## src/rtl/core/bgzf_header_parser_assert.svh

```systemverilog
// Assertion macros for the BGZF header parser.
// Included by the RTL modules that carry concurrent assertions; expects clk and rst in scope.
`ifndef BGZF_HEADER_PARSER_ASSERT_SVH
`define BGZF_HEADER_PARSER_ASSERT_SVH

// Same-cycle implication, switched off while reset is high.
`define BHP_ASSERT_NOW(lbl, ante, cons, msg) \
  lbl: assert property (@(posedge clk) disable iff (rst) (ante) |-> (cons)) else $error(msg);

// Next-cycle implication, switched off while reset is high.
`define BHP_ASSERT_NEXT(lbl, ante, cons, msg) \
  lbl: assert property (@(posedge clk) disable iff (rst) (ante) |=> (cons)) else $error(msg);

`endif

```

## src/rtl/core/bhp_pkg.sv

```systemverilog
// Shared types and constants for the BGZF header parser.
// No dependencies; used by every module under rtl/core.
`timescale 1ns / 1ps
`default_nettype none

package bhp_pkg;

  localparam int StatusW = 3;
  localparam int SizeW   = 17;
  localparam int XlenW   = 16;

  localparam logic [StatusW-1:0] ST_OK      = 3'd0;
  localparam logic [StatusW-1:0] ST_MAGIC   = 3'd1;
  localparam logic [StatusW-1:0] ST_XLEN    = 3'd2;
  localparam logic [StatusW-1:0] ST_BADSIZE = 3'd3;
  localparam logic [StatusW-1:0] ST_MISSING = 3'd4;

  // Header magic, byte 0 first.
  localparam logic [3:0][7:0] MAGIC = {8'd4, 8'd8, 8'd139, 8'd31};
  // Identifiers and length of the block size subfield.
  localparam logic [7:0] BC_SI1 = 8'd66;
  localparam logic [7:0] BC_SI2 = 8'd67;
  localparam logic [7:0] BC_SLEN_LO = 8'd2;
  localparam logic [7:0] BC_SLEN_HI = 8'd0;

  typedef struct packed {
    logic [StatusW-1:0] status;
    logic [SizeW-1:0]   total_size;
    logic [XlenW-1:0]   xfield_len;
  } result_t;

  typedef struct packed {
    logic [7:0] data_byte;
    logic       start;
  } in_item_t;

endpackage

`default_nettype wire

```

## src/rtl/core/bhp_in_reg.sv

```systemverilog
// Input register of the BGZF header parser: holds one header byte until the parser takes it.
// Depends on bhp_pkg.
`timescale 1ns / 1ps
`default_nettype none

module bhp_in_reg (
  input  wire logic            clk,
  input  wire logic            rst,
  input  wire logic            in_valid,
  output logic                 in_ready,
  input  wire bhp_pkg::in_item_t in_item,
  input  wire logic            take,
  output logic                 held_valid,
  output bhp_pkg::in_item_t    held_item
);

  logic valid_next;

  // The slot is free when empty or when its byte is being consumed this cycle.
  assign in_ready   = !held_valid || take;
  assign valid_next = (in_valid && in_ready) || (held_valid && !take);

  always_ff @(posedge clk) begin
    if (rst) begin
      held_valid <= 1'b0;
    end else begin
      held_valid <= valid_next;
    end
  end

  always_ff @(posedge clk) begin
    if (in_valid && in_ready) begin
      held_item <= in_item;
    end
  end

endmodule

`default_nettype wire

```

## src/rtl/core/bhp_parser.sv

```systemverilog
// Byte-wise header walk: fixed header, extra subfields, block size; one result per header.
// Depends on bhp_pkg and bgzf_header_parser_assert.svh.
`timescale 1ns / 1ps
`default_nettype none

`include "bgzf_header_parser_assert.svh"

module bhp_parser (
  input  wire logic              clk,
  input  wire logic              rst,
  input  wire logic              fire,
  input  wire bhp_pkg::in_item_t item,
  output logic                   res_valid,
  output bhp_pkg::result_t       res
);

  localparam logic [2:0] PH_IDLE   = 3'd0;
  localparam logic [2:0] PH_FIXED  = 3'd1;
  localparam logic [2:0] PH_SUBHDR = 3'd2;
  localparam logic [2:0] PH_SKIP   = 3'd3;
  localparam logic [2:0] PH_BSIZE  = 3'd4;
  localparam logic [2:0] PH_TAIL   = 3'd5;

  localparam logic [1:0] NS_GO    = 2'd0;
  localparam logic [1:0] NS_MISS  = 2'd1;
  localparam logic [1:0] NS_SHORT = 2'd2;

  logic [2:0]  phase, phase_next, phase_e;
  logic [3:0]  byte_index, byte_index_next, idx_e;
  logic [15:0] xlen, xlen_next, xlen_new;
  logic [16:0] offset, offset_next, off4, off_slen;
  logic [7:0]  sb0, sb1, sb2, sb0_next, sb1_next, sb2_next;
  logic [15:0] skip_count, skip_count_next, tail_len, slen, bsize_full;
  logic [15:0] bsize, bsize_next;
  logic [1:0]  ns;
  logic [7:0]  b;

  // Decide whether another subfield header fits at the given offset.
  function automatic logic [1:0] next_sub(input logic [16:0] off, input logic [15:0] xl);
    logic [17:0] off_plus4;
    off_plus4 = {1'b0, off} + 18'd4;
    if (off >= {1'b0, xl}) begin
      return NS_MISS;
    end else if (off_plus4 > {2'b00, xl}) begin
      return NS_SHORT;
    end
    return NS_GO;
  endfunction

  assign b          = item.data_byte;
  assign xlen_new   = {b, xlen[7:0]};
  assign off4       = offset + 17'd4;
  assign slen       = {b, sb2};
  assign off_slen   = off4 + {1'b0, slen};
  assign bsize_full = {b, bsize[7:0]};
  assign tail_len   = xlen - offset[15:0] - 16'd2;

  always_comb begin
    phase_next      = phase;
    byte_index_next = byte_index;
    xlen_next       = xlen;
    offset_next     = offset;
    sb0_next        = sb0;
    sb1_next        = sb1;
    sb2_next        = sb2;
    skip_count_next = skip_count;
    bsize_next      = bsize;
    res_valid       = 1'b0;
    res             = '0;
    ns              = NS_GO;
    phase_e         = item.start ? PH_FIXED : phase;
    idx_e           = item.start ? 4'd0 : byte_index;
    if (fire) begin
      phase_next      = phase_e;
      byte_index_next = idx_e;
      unique case (phase_e)
        PH_IDLE: begin
          phase_next = PH_IDLE;
        end
        PH_FIXED: begin
          byte_index_next = idx_e + 4'd1;
          if (idx_e < 4'd4) begin
            if (b != bhp_pkg::MAGIC[idx_e[1:0]]) begin
              res_valid  = 1'b1;
              res.status = bhp_pkg::ST_MAGIC;
              phase_next = PH_IDLE;
            end
          end else if (idx_e == 4'd10) begin
            xlen_next = {8'd0, b};
          end else if (idx_e == 4'd11) begin
            xlen_next   = xlen_new;
            offset_next = '0;
            ns          = next_sub(17'd0, xlen_new);
            if (ns == NS_GO) begin
              phase_next      = PH_SUBHDR;
              byte_index_next = '0;
            end else begin
              res_valid      = 1'b1;
              res.status     = (ns == NS_MISS) ? bhp_pkg::ST_MISSING : bhp_pkg::ST_XLEN;
              res.xfield_len = xlen_new;
              phase_next     = PH_IDLE;
            end
          end
        end
        PH_SUBHDR: begin
          byte_index_next = idx_e + 4'd1;
          unique case (idx_e[1:0])
            2'd0: sb0_next = b;
            2'd1: sb1_next = b;
            2'd2: sb2_next = b;
            default: begin
              res.xfield_len = xlen;
              if (sb0 == bhp_pkg::BC_SI1 && sb1 == bhp_pkg::BC_SI2) begin
                offset_next = off4;
                if (sb2 != bhp_pkg::BC_SLEN_LO || b != bhp_pkg::BC_SLEN_HI) begin
                  res_valid  = 1'b1;
                  res.status = bhp_pkg::ST_BADSIZE;
                  phase_next = PH_IDLE;
                end else if ({1'b0, xlen} < off4 + 17'd2) begin
                  res_valid  = 1'b1;
                  res.status = bhp_pkg::ST_XLEN;
                  phase_next = PH_IDLE;
                end else begin
                  phase_next      = PH_BSIZE;
                  byte_index_next = '0;
                end
              end else begin
                offset_next = off_slen;
                if (slen == 16'd0) begin
                  ns = next_sub(off_slen, xlen);
                  if (ns == NS_GO) begin
                    byte_index_next = '0;
                  end else begin
                    res_valid  = 1'b1;
                    res.status = (ns == NS_MISS) ? bhp_pkg::ST_MISSING : bhp_pkg::ST_XLEN;
                    phase_next = PH_IDLE;
                  end
                end else begin
                  skip_count_next = slen;
                  phase_next      = PH_SKIP;
                end
              end
            end
          endcase
        end
        PH_SKIP: begin
          skip_count_next = skip_count - 16'd1;
          if (skip_count == 16'd1) begin
            ns = next_sub(offset, xlen);
            if (ns == NS_GO) begin
              phase_next      = PH_SUBHDR;
              byte_index_next = '0;
            end else begin
              res_valid      = 1'b1;
              res.status     = (ns == NS_MISS) ? bhp_pkg::ST_MISSING : bhp_pkg::ST_XLEN;
              res.xfield_len = xlen;
              phase_next     = PH_IDLE;
            end
          end
        end
        PH_BSIZE: begin
          if (idx_e[0] == 1'b0) begin
            bsize_next      = {8'd0, b};
            byte_index_next = 4'd1;
          end else begin
            bsize_next      = bsize_full;
            skip_count_next = tail_len;
            if (tail_len == 16'd0) begin
              res_valid      = 1'b1;
              res.status     = bhp_pkg::ST_OK;
              res.total_size = {1'b0, bsize_full} + 17'd1;
              res.xfield_len = xlen;
              phase_next     = PH_IDLE;
            end else begin
              phase_next = PH_TAIL;
            end
          end
        end
        PH_TAIL: begin
          skip_count_next = skip_count - 16'd1;
          if (skip_count == 16'd1) begin
            res_valid      = 1'b1;
            res.status     = bhp_pkg::ST_OK;
            res.total_size = {1'b0, bsize} + 17'd1;
            res.xfield_len = xlen;
            phase_next     = PH_IDLE;
          end
        end
        default: begin
          phase_next = PH_IDLE;
        end
      endcase
    end
  end

  always_ff @(posedge clk) begin
    if (rst) begin
      phase      <= PH_IDLE;
      byte_index <= '0;
      xlen       <= '0;
      offset     <= '0;
      skip_count <= '0;
      bsize      <= '0;
      sb0        <= '0;
      sb1        <= '0;
      sb2        <= '0;
    end else begin
      phase      <= phase_next;
      byte_index <= byte_index_next;
      xlen       <= xlen_next;
      offset     <= offset_next;
      skip_count <= skip_count_next;
      bsize      <= bsize_next;
      sb0        <= sb0_next;
      sb1        <= sb1_next;
      sb2        <= sb2_next;
    end
  end

  `BHP_ASSERT_NEXT(a_idle_after_result, fire && res_valid, phase == PH_IDLE,
                   "parser not idle after result")
  `BHP_ASSERT_NOW(a_ok_has_size, res_valid && res.status == bhp_pkg::ST_OK,
                  res.total_size != '0, "ok result with zero block size")
  `BHP_ASSERT_NOW(a_err_no_size, res_valid && res.status != bhp_pkg::ST_OK,
                  res.total_size == '0, "error result with block size")
  `BHP_ASSERT_NOW(a_magic_no_xlen, res_valid && res.status == bhp_pkg::ST_MAGIC,
                  res.xfield_len == '0, "bad magic with extra length")

endmodule

`default_nettype wire

```

## src/rtl/core/bhp_out_reg.sv

```systemverilog
// Result register of the BGZF header parser: holds one result until the consumer takes it.
// Depends on bhp_pkg.
`timescale 1ns / 1ps
`default_nettype none

module bhp_out_reg (
  input  wire logic             clk,
  input  wire logic             rst,
  input  wire logic             load,
  input  wire bhp_pkg::result_t load_res,
  output logic                  out_valid,
  input  wire logic             out_ready,
  output logic                  can_load,
  output bhp_pkg::result_t      held_res
);

  logic valid_next;

  assign can_load   = !out_valid || out_ready;
  assign valid_next = load || (out_valid && !out_ready);

  always_ff @(posedge clk) begin
    if (rst) begin
      out_valid <= 1'b0;
    end else begin
      out_valid <= valid_next;
    end
  end

  always_ff @(posedge clk) begin
    if (load) begin
      held_res <= load_res;
    end
  end

endmodule

`default_nettype wire

```

## src/rtl/core/bgzf_header_parser.sv

```systemverilog
// BGZF block header parser, top level: input register, parser, result register.
// Depends on bhp_pkg, bhp_in_reg, bhp_parser and bhp_out_reg.
// Header bytes enter one per request on the input channel, with start_of_header marking byte 0;
// a new byte can be taken every cycle as long as the result register is free or is being
// emptied. One result request leaves per header: on the first error, or after the last byte of
// the extra field on success. The result is registered: the deciding byte passes the input
// register, then the result register, and a result still waiting in the result register holds
// it back. A raised start_of_header abandons any header in progress without a result. Bytes
// outside a header are consumed and dropped.
`timescale 1ns / 1ps
`default_nettype none

module bgzf_header_parser (
  input  wire logic        clk,
  input  wire logic        rst,
  input  wire logic        in_valid,
  output logic             in_ready,
  input  wire logic [7:0]  data_byte,
  input  wire logic        start_of_header,
  output logic             out_valid,
  input  wire logic        out_ready,
  output logic [2:0]       status,
  output logic [16:0]      total_size,
  output logic [15:0]      xfield_len
);

  bhp_pkg::in_item_t in_item, held_item;
  bhp_pkg::result_t  step_res, held_res;
  logic held_valid, fire, can_load, step_valid;

  assign in_item.data_byte = data_byte;
  assign in_item.start     = start_of_header;
  assign fire              = held_valid && can_load;

  bhp_in_reg u_in_reg (
    .clk       (clk),
    .rst       (rst),
    .in_valid  (in_valid),
    .in_ready  (in_ready),
    .in_item   (in_item),
    .take      (fire),
    .held_valid(held_valid),
    .held_item (held_item)
  );

  bhp_parser u_parser (
    .clk      (clk),
    .rst      (rst),
    .fire     (fire),
    .item     (held_item),
    .res_valid(step_valid),
    .res      (step_res)
  );

  bhp_out_reg u_out_reg (
    .clk      (clk),
    .rst      (rst),
    .load     (fire && step_valid),
    .load_res (step_res),
    .out_valid(out_valid),
    .out_ready(out_ready),
    .can_load (can_load),
    .held_res (held_res)
  );

  assign status     = held_res.status;
  assign total_size = held_res.total_size;
  assign xfield_len = held_res.xfield_len;

endmodule

`default_nettype wire
```

## config.mk

```make
export PLATFORM = sky130hd
export DESIGN_NAME = bgzf_header_parser
export DESIGN_NICKNAME = d
export VERILOG_FILES = /design/src/rtl/core/bhp_pkg.sv /design/src/rtl/core/bhp_in_reg.sv /design/src/rtl/core/bhp_parser.sv /design/src/rtl/core/bhp_out_reg.sv /design/src/rtl/core/bgzf_header_parser.sv
export VERILOG_INCLUDE_DIRS = /design/src /design/src/rtl/core
export SDC_FILE = /design/constraint.sdc
export NUM_CORES = 1
export LEC_CHECK = 0
export BUFFER_PORTS_ARGS = -buffer_cell sky130_fd_sc_hd__buf_2
export CAP_MARGIN = 40
export CORE_UTILIZATION = 25
export DETAILED_ROUTE_END_ITERATION = 16
export PLACE_DENSITY_LB_ADDON = 0.08
export SLEW_MARGIN = 10
export SYNTH_ARGS = -nofsm -noshare
export SYNTH_HDL_FRONTEND = slang
export SYNTH_SLANG_ARGS = --single-unit
```

## constraint.sdc

```tcl
create_clock -name clk -period 16.1 [get_ports clk]
set_input_delay 2.415 -clock clk [delete_from_list [all_inputs] [get_ports clk]]
set_output_delay 2.415 -clock clk [all_outputs]
set_load 0.01 [all_outputs]
```

Yosys cells after proc, flatten, opt, wreduce, memory -nomap -nowiden
Index checks and enable logic that the tools add are counted.
W data, S select, Z words.
- memories: 0
- flip-flop bits (word level): 143
- bits of input ports: 13
- ROM bits: 0
- latch bits: 0
- bits in writable memories: 0
- multiplexer cells: 137
- divide/modulo/power cells: 0
- order comparisons: 9
- reductions and logical operators: 36
- eq/ne operators: 24
- $mul: 0
- shifts and indexed selects: 0
- bitwise operators: 2
- add/subtract/negate cells: 11
- operators with widths (kind ; count):
    $mux W16 ; 14
    $mux W3 ; 29
    $mux W17 ; 5
    $pmux W16 S5 ; 1
    $pmux W17 S2 ; 2
    $mux W33 ; 2
    $mux W4 ; 14
    $mux W2 ; 25
    $pmux W16 S3 ; 1
    $mux W1 ; 37
    $add A17 B3 Y18 const B ; 2
    $gt A18 B16 Y1 ; 2
    $mux W36 ; 1
    $add A16 B1 Y17 const B ; 2
    $ge A17 B16 Y1 ; 2
    $logic_not A16 Y1 ; 2
    $pmux W3 S5 ; 2
    $add A17 B16 Y17 ; 1
    $add A17 B2 Y17 const B ; 1
    $add A17 B3 Y17 const B ; 1
    $lt A16 B17 Y1 ; 1
    $bmux W8 S2 ; 1
    $eq A16 B1 Y1 const B ; 1
    $eq A8 B7 Y1 const B ; 2
    other kinds (35) ; 68

Logic depth before layout (Yosys ltp)
- depth after elaboration: 26
- mapped depth: 26
- gate-level depth less buffers: 24

By module
A second synthesis with hierarchy kept.
- cells, all modules: 1433
- area, all modules: 11815.1 um2
- by module, submodules not included (module ; cells an instance ; instances ; area an instance (um2)):
    bhp_parser ; 1377 ; 1 ; 10349.9
    bhp_out_reg ; 40 ; 1 ; 1127.3
    bhp_in_reg ; 14 ; 1 ; 325.3
    bgzf_header_parser ; 2 ; 1 ; 12.5

Worst setup path after synthesis
Ideal clock, no wire load.
- kind: reg2reg
- start: register u_parser.offset[2]
- end: register, netlist name u_out_reg.held_res[0]
- required time: 15692 ps
- setup time: 408 ps
- period minus slack after synthesis: 5960 ps
- slack: 10140 ps
- buffers on the path: 2
- data arrival time: 5552 ps
- cell stages (with the launch flop): 23
- cells stage by stage: dfxtp_1 > ha_1 > buf_2 > xor2_1 > ha_1 > buf_4 > a21o_1 > a31o_2 > o21ai_0 > a211o_1 > inv_1 > a221o_1 > and2_1 > and4_1 > nor2b_1 > xor2_1 > ha_1 > and4_1 > a31oi_1 > a21oi_1 > o41ai_2 > o2111ai_2 > a41oi_2
- longest elaborated chain between the ends: 25
- elaborated cells on any way between the ends: 52
- ends and longest elaborated chain (what ; RTL line ; source):
    start, declared ; bhp_parser.sv:31 ; logic [16:0] offset, offset_next, off4, off_slen;
    start signal, assigned ; bhp_parser.sv:211 ; offset <= offset_next;
    $add A17 B3 Y17 ; bhp_parser.sv:52 ; assign off4 = offset + 17'd4;
    $add A17 B16 Y17 ; bhp_parser.sv:54 ; assign off_slen = off4 + {1'b0, slen};
    $add A17 B3 Y18 ; bhp_parser.sv:41 ; off_plus4 = {1'b0, off} + 18'd4;
    $gt A18 B16 Y1 ; bhp_parser.sv:44 ; end else if (off_plus4 > {2'b00, xl}) begin
    $mux W1 ; bhp_parser.sv:44 ;
    $mux W1 ; bhp_parser.sv:42 ; if (off >= {1'b0, xl}) begin
    $mux W1 ; bhp_parser.sv:129 ; if (slen == 16'd0) begin
    $mux W1 ; bhp_parser.sv:113 ; if (sb0 == bhp_pkg::BC_SI1 && sb1 == bhp_pkg::BC_SI2) begin
    [10 not listed] ; - ;
    $mux W1 ; bhp_parser.sv:131 ; if (ns == NS_GO) begin
    $mux W1 ; bhp_parser.sv:129 ;
    $mux W1 ; bhp_parser.sv:113 ;
    $mux W1 ; bhp_parser.sv:107 ; unique case (idx_e[1:0])
    $pmux W1 S5 * ; bhp_parser.sv:76 ; unique case (phase_e)
    $mux W1 * ; bhp_parser.sv:73 ; if (fire) begin
    $logic_and A1 B1 Y1 * ; bgzf_header_parser.sv:58 ; .load (fire && step_valid),
    net u_out_reg.load ; bhp_out_reg.sv:9 ; input wire logic load,
The timed path passes the listed nets; every way through them passes the cells marked *. The select of a mux whose other input is x is not followed.
A chain may end at the register's enable or synchronous reset.

Final worst setup path
- start: register u_parser.offset[2]
- end: register, netlist name u_out_reg.held_res[12]
- longest elaborated chain between the ends: 25
- elaborated cells on any way between the ends: 52
- ends and longest elaborated chain (what ; RTL line):
    $add A17 B3 Y17 ; bhp_parser.sv:52
    $add A17 B16 Y17 ; bhp_parser.sv:54
    $add A17 B3 Y18 ; bhp_parser.sv:41
    $gt A18 B16 Y1 ; bhp_parser.sv:44
    $mux W1 ; bhp_parser.sv:44
    $mux W1 ; bhp_parser.sv:42
    $mux W1 ; bhp_parser.sv:129
    $mux W1 ; bhp_parser.sv:113
    [10 not listed] ; -
    $mux W1 ; bhp_parser.sv:131
    $mux W1 ; bhp_parser.sv:129
    $mux W1 ; bhp_parser.sv:113
    $mux W1 ; bhp_parser.sv:107
    $pmux W1 S5 * ; bhp_parser.sv:76
    $mux W1 * ; bhp_parser.sv:73
    $logic_and A1 B1 Y1 * ; bgzf_header_parser.sv:58
    net u_out_reg.load ; bhp_out_reg.sv:9
Marks and branches as above.

==> summary.txt <==
status = completed
Syn Area/Cell = 8.12 sq um
unrepaired setup endpoints after global routing = false
CTS Buf Count = 17
cts repair resizes = 0
final std cells w/o fill = 2097
first-pass GRT wire length = 65.8 mm
largest net degree at the start of global routing = 60
period utilization = 41.2%
switching power = 217 uW
sequential fraction of the synthesis area = 28.2%
post-synthesis cell area = 11700 sq um
Place WS = 9.56 ns
Post-synth EDFFs = 45
clk slew on worst S/H paths = 0.07 ns
Fin Clk Skew = 0.0149 ns
antenna violations before repair = 0
CP endpoint kind = register
P&R area growth vs syn = 13.8%
Req. time, crit path = 16.23 ns
Reg2Reg Setup Slack = 9.47 ns
root buffer cell = clkbuf_16
routed len/inst = 20.8 um
pwr dens = 66.1 nW/um^2
Synth Register Bits = 143
critical-path cell list = ha_1 -> nand4_1 -> nor2_1 -> nand2_1 -> xnor2_1 -> inv_1 -> ha_1 -> and2_4 -> nand3_2 -> a211oi_2 -> nor2_1 -> xnor2_1 -> and4_1 -> nand3_1 -> xnor2_1 -> ha_1 -> a211oi_1 -> o21ai_0 -> a221o_1 -> a21oi_1 -> o41ai_2 -> o2111ai_2 -> a41oi_4 -> buf_4
Post-CTS Hold Buffers = 0
DRC viols = 0
I/O pin total = 51
Vias = 10700
Post-DP HPWL = 33.9 mm
number of cells on the worst reg-to-reg path = 24
Die H = 219 um
leading cell type in the layout, fill and taps excluded = nand2_1
worst hold stages = 2
clock latency on the worst-skew pair = 0.46 ns
Crit Path Max Fanout = 37
Hold Path Origin = u_parser.sb1[1]
post-synth top area cell = dfxtp_1
TritonRoute pass-1 iters = 5
slowest stage cell on the critical path = dfxtp_1
Leakage = 0.00528 uW
H-tree Lvls = 4
Min-Delay Path Class = register to register
Initial DRC Count = 742
Clk pwr share = 51.8%
P_int = 666 uW
Syn Nets = 1596
count of cell types in the netlist = 94
part of the power in combinational logic = 5.8%
final slew viol count = 0
Via-to-Cell Ratio = 5.11
Worst EP arrival = 6.77 ns
multi-input logic area = 7860 sq um
CTS Sinks = 143
f_max = 0.151 GHz
Routed Antenna Nets = 0
vias in the first global route = 10300
Slew Limit Headroom = 49.7%
Final Net Count = 1626
Detailed Route WL = 43.6 mm
post-CTS setup buffers = 0
port bufs = 50
total core area = 46500 sq um
CP Launch Type = register
post-route minimum period = 6.63 ns
Post-Synthesis Cells = 1446
Worst R2R Start = u_parser.offset[2]
Initial Util = 25.3%
die area = 47800 sq um
gr usage total = 18.5%
switching share of power = 24.6%
worst hold path endpoint = u_parser.sb1[1]
final setup fails = 0
terminus of the critical flop-to-flop path = u_out_reg.held_res[12]
Sequential Power Share = 42.5%
synth warn = 0
largest stage delay on the critical path = 0.50 ns
TNS Setup = 0 ns
worst vdd ir = 0.0790 mV
fraction of registers with async set/reset = 0%
sequential cell area = 3310 sq um
Die X = 219 um
TritonCTS clock tree = yes
Final Hold Violating Endpoints = 0
Synth area leaders = dfxtp_1 17%, ha_1 14%, edfxtp_1 12%
CTS Buffer Depth = 2
actual slew at the worst max-slew pin = 0.746 ns
share of cells above drive strength 1 = 8.80%
Yosys top cell area share = 16.7%
Final Wtd Congestion = 0.877
smallest setup slack after layout = 9.47 ns
max cap viols = 0
# fillers = 5073
dpl cell area = 12700 sq um
grt ovf = 0
placed cell count = 2064
Top FF cell, synth = dfxtp_1
crit path kind = register to register
Rows = 79
design area = 13400 sq um
most frequent cells in the layout = 159 x nand2_1, 129 x ha_1, 119 x nor2_1
==> power by group through the flow <==
| stage | Sequential [uW] | Clock (uW) | Combinational, uW |
|---|---|---|---|
| 2_1_floorplan | 383 | 0 | 31.0 |
| 3_3_place_gp | 383 | 0 | 51.8 |
| 3_5_place_dp | 383 | 0 | 51.6 |
| 4_1_cts | 375 | 471 | 51.7 |
| 5_1_grt | 375 | 483 | 55.6 |
| 6_report | 375 | 457 | 51.0 |
==> area by class of cell <==
| type | count | share of cell area [%] |
|---|---|---|
| flip-flops and latches | 143 | 24.8 |
| multi-input cells | 1151 | 58.8 |
| clock inverters | 15 | 1.72 |
| repair buffers | 70 | 3.17 |
| well taps | 607 | 5.68 |
| clock buffers | 17 | 3.18 |
| diodes | 1 | 0.0187 |
| inverters | 93 | 2.61 |
==> cell families (layout without fill, tap and decap cells) <==
| group | Yosys count | after routing | share of synthesized area [%] |
|---|---|---|---|
| flip-flops | 143 | 143 | 28.2 |
| AO/OA/AOI/OAI | 364 | 364 | 20.8 |
| XOR/XNOR | 96 | 96 | 7.16 |
| multiplexers | 12 | 12 | 1.07 |
| AND/OR/NAND/NOR | 542 | 542 | 22.7 |
| other | 0 | 1 | 0 |
| buffers and inverters | 152 | 195 | 4.98 |
| adder cells (fa/ha/maj) | 137 | 137 | 15.1 |
==> how the worst max path moves through the flow <==
stage	endpoint	cells after the start	slack (ns)	start
global placement	u_out_reg.out_valid	25	9.71	u_parser.offset[2]
CTS	u_out_reg.out_valid	25	9.51	u_parser.offset[2]
global route	u_out_reg.held_res[12]	24	8.91	u_parser.offset[2]
detailed placement	u_out_reg.out_valid	25	9.56	u_parser.offset[2]
finish	u_out_reg.held_res[12]	24	9.47	u_parser.offset[2]
floorplan	u_out_reg.held_res[0]	22	10.14	u_parser.offset[2]
==> stage by stage <==
stage | power (uW) | hold WS [ns] | util, %
final | 883 | 0.455 | 28.8
after detailed placement | 434 | 0.449 | 27.3
after CTS | 898 | 0.459 | 28.8
after global placement | 435 | 0.443 | 27.2
after global routing | 914 | 0.479 | 28.8
after floorplan | 414 | 0.432 | -
==> Yosys cell counts, types with 9 or more instances <==
cell,instances
nor4_1,17
or3_1,9
o21a_1,9
o211ai_1,18
a22oi_1,12
xnor2_1,55
a21oi_1,116
nand2_1,159
nand4_1,28
nand3_1,77
clkbuf_1,50
o22a_1,10
dfxtp_1,98
and3_1,21
a21o_1,20
nand2b_1,11
a31oi_1,11
edfxtp_1,45
xor2_1,41
ha_1,129
nor3_1,24
and2_1,19
mux2i_1,11
a211oi_1,23
inv_1,92
nor2_1,119
nor2b_1,15
o21ai_0,56
==> per-layer routing <==
metal | part of all wire [%] | global-route usage, % | wire length (um) | vias up
li1 | - | - | - | 5300
met1 | 49 | 25.4 | 21200 | 5223
met2 | 47 | 30.2 | 20700 | 160
met3 | 2.0 | 1.85 | 871 | 37
met4 | 1.9 | 5.76 | 816 | 0
met5 | 0 | 0 | 0 | -
==> state kept, by name, indices dropped and copies added, names as in the netlist, 8 cells and up <==
name / count
u_parser.sb1: 8
u_parser.sb2: 8
u_parser.skip_count: 16
u_parser.xlen: 16
u_in_reg.held_item: 9
u_out_reg.held_res: 36
u_parser.bsize: 16
u_parser.offset: 17
u_parser.sb0: 8
==> critical path: cells and delay by family (launching register included) <==
family / cells / cell delay (ns)
and+or+nand+nor: 8 / 1.42
AOI/OAI and AO/OA: 8 / 1.65
adders and majority gates: 3 / 1.25
DFF: 1 / 0.50
xor gates and xnor gates: 3 / 0.97
buffers and inverters: 2 / 0.44
No activity file was read; power rests on OpenSTA's default activity.
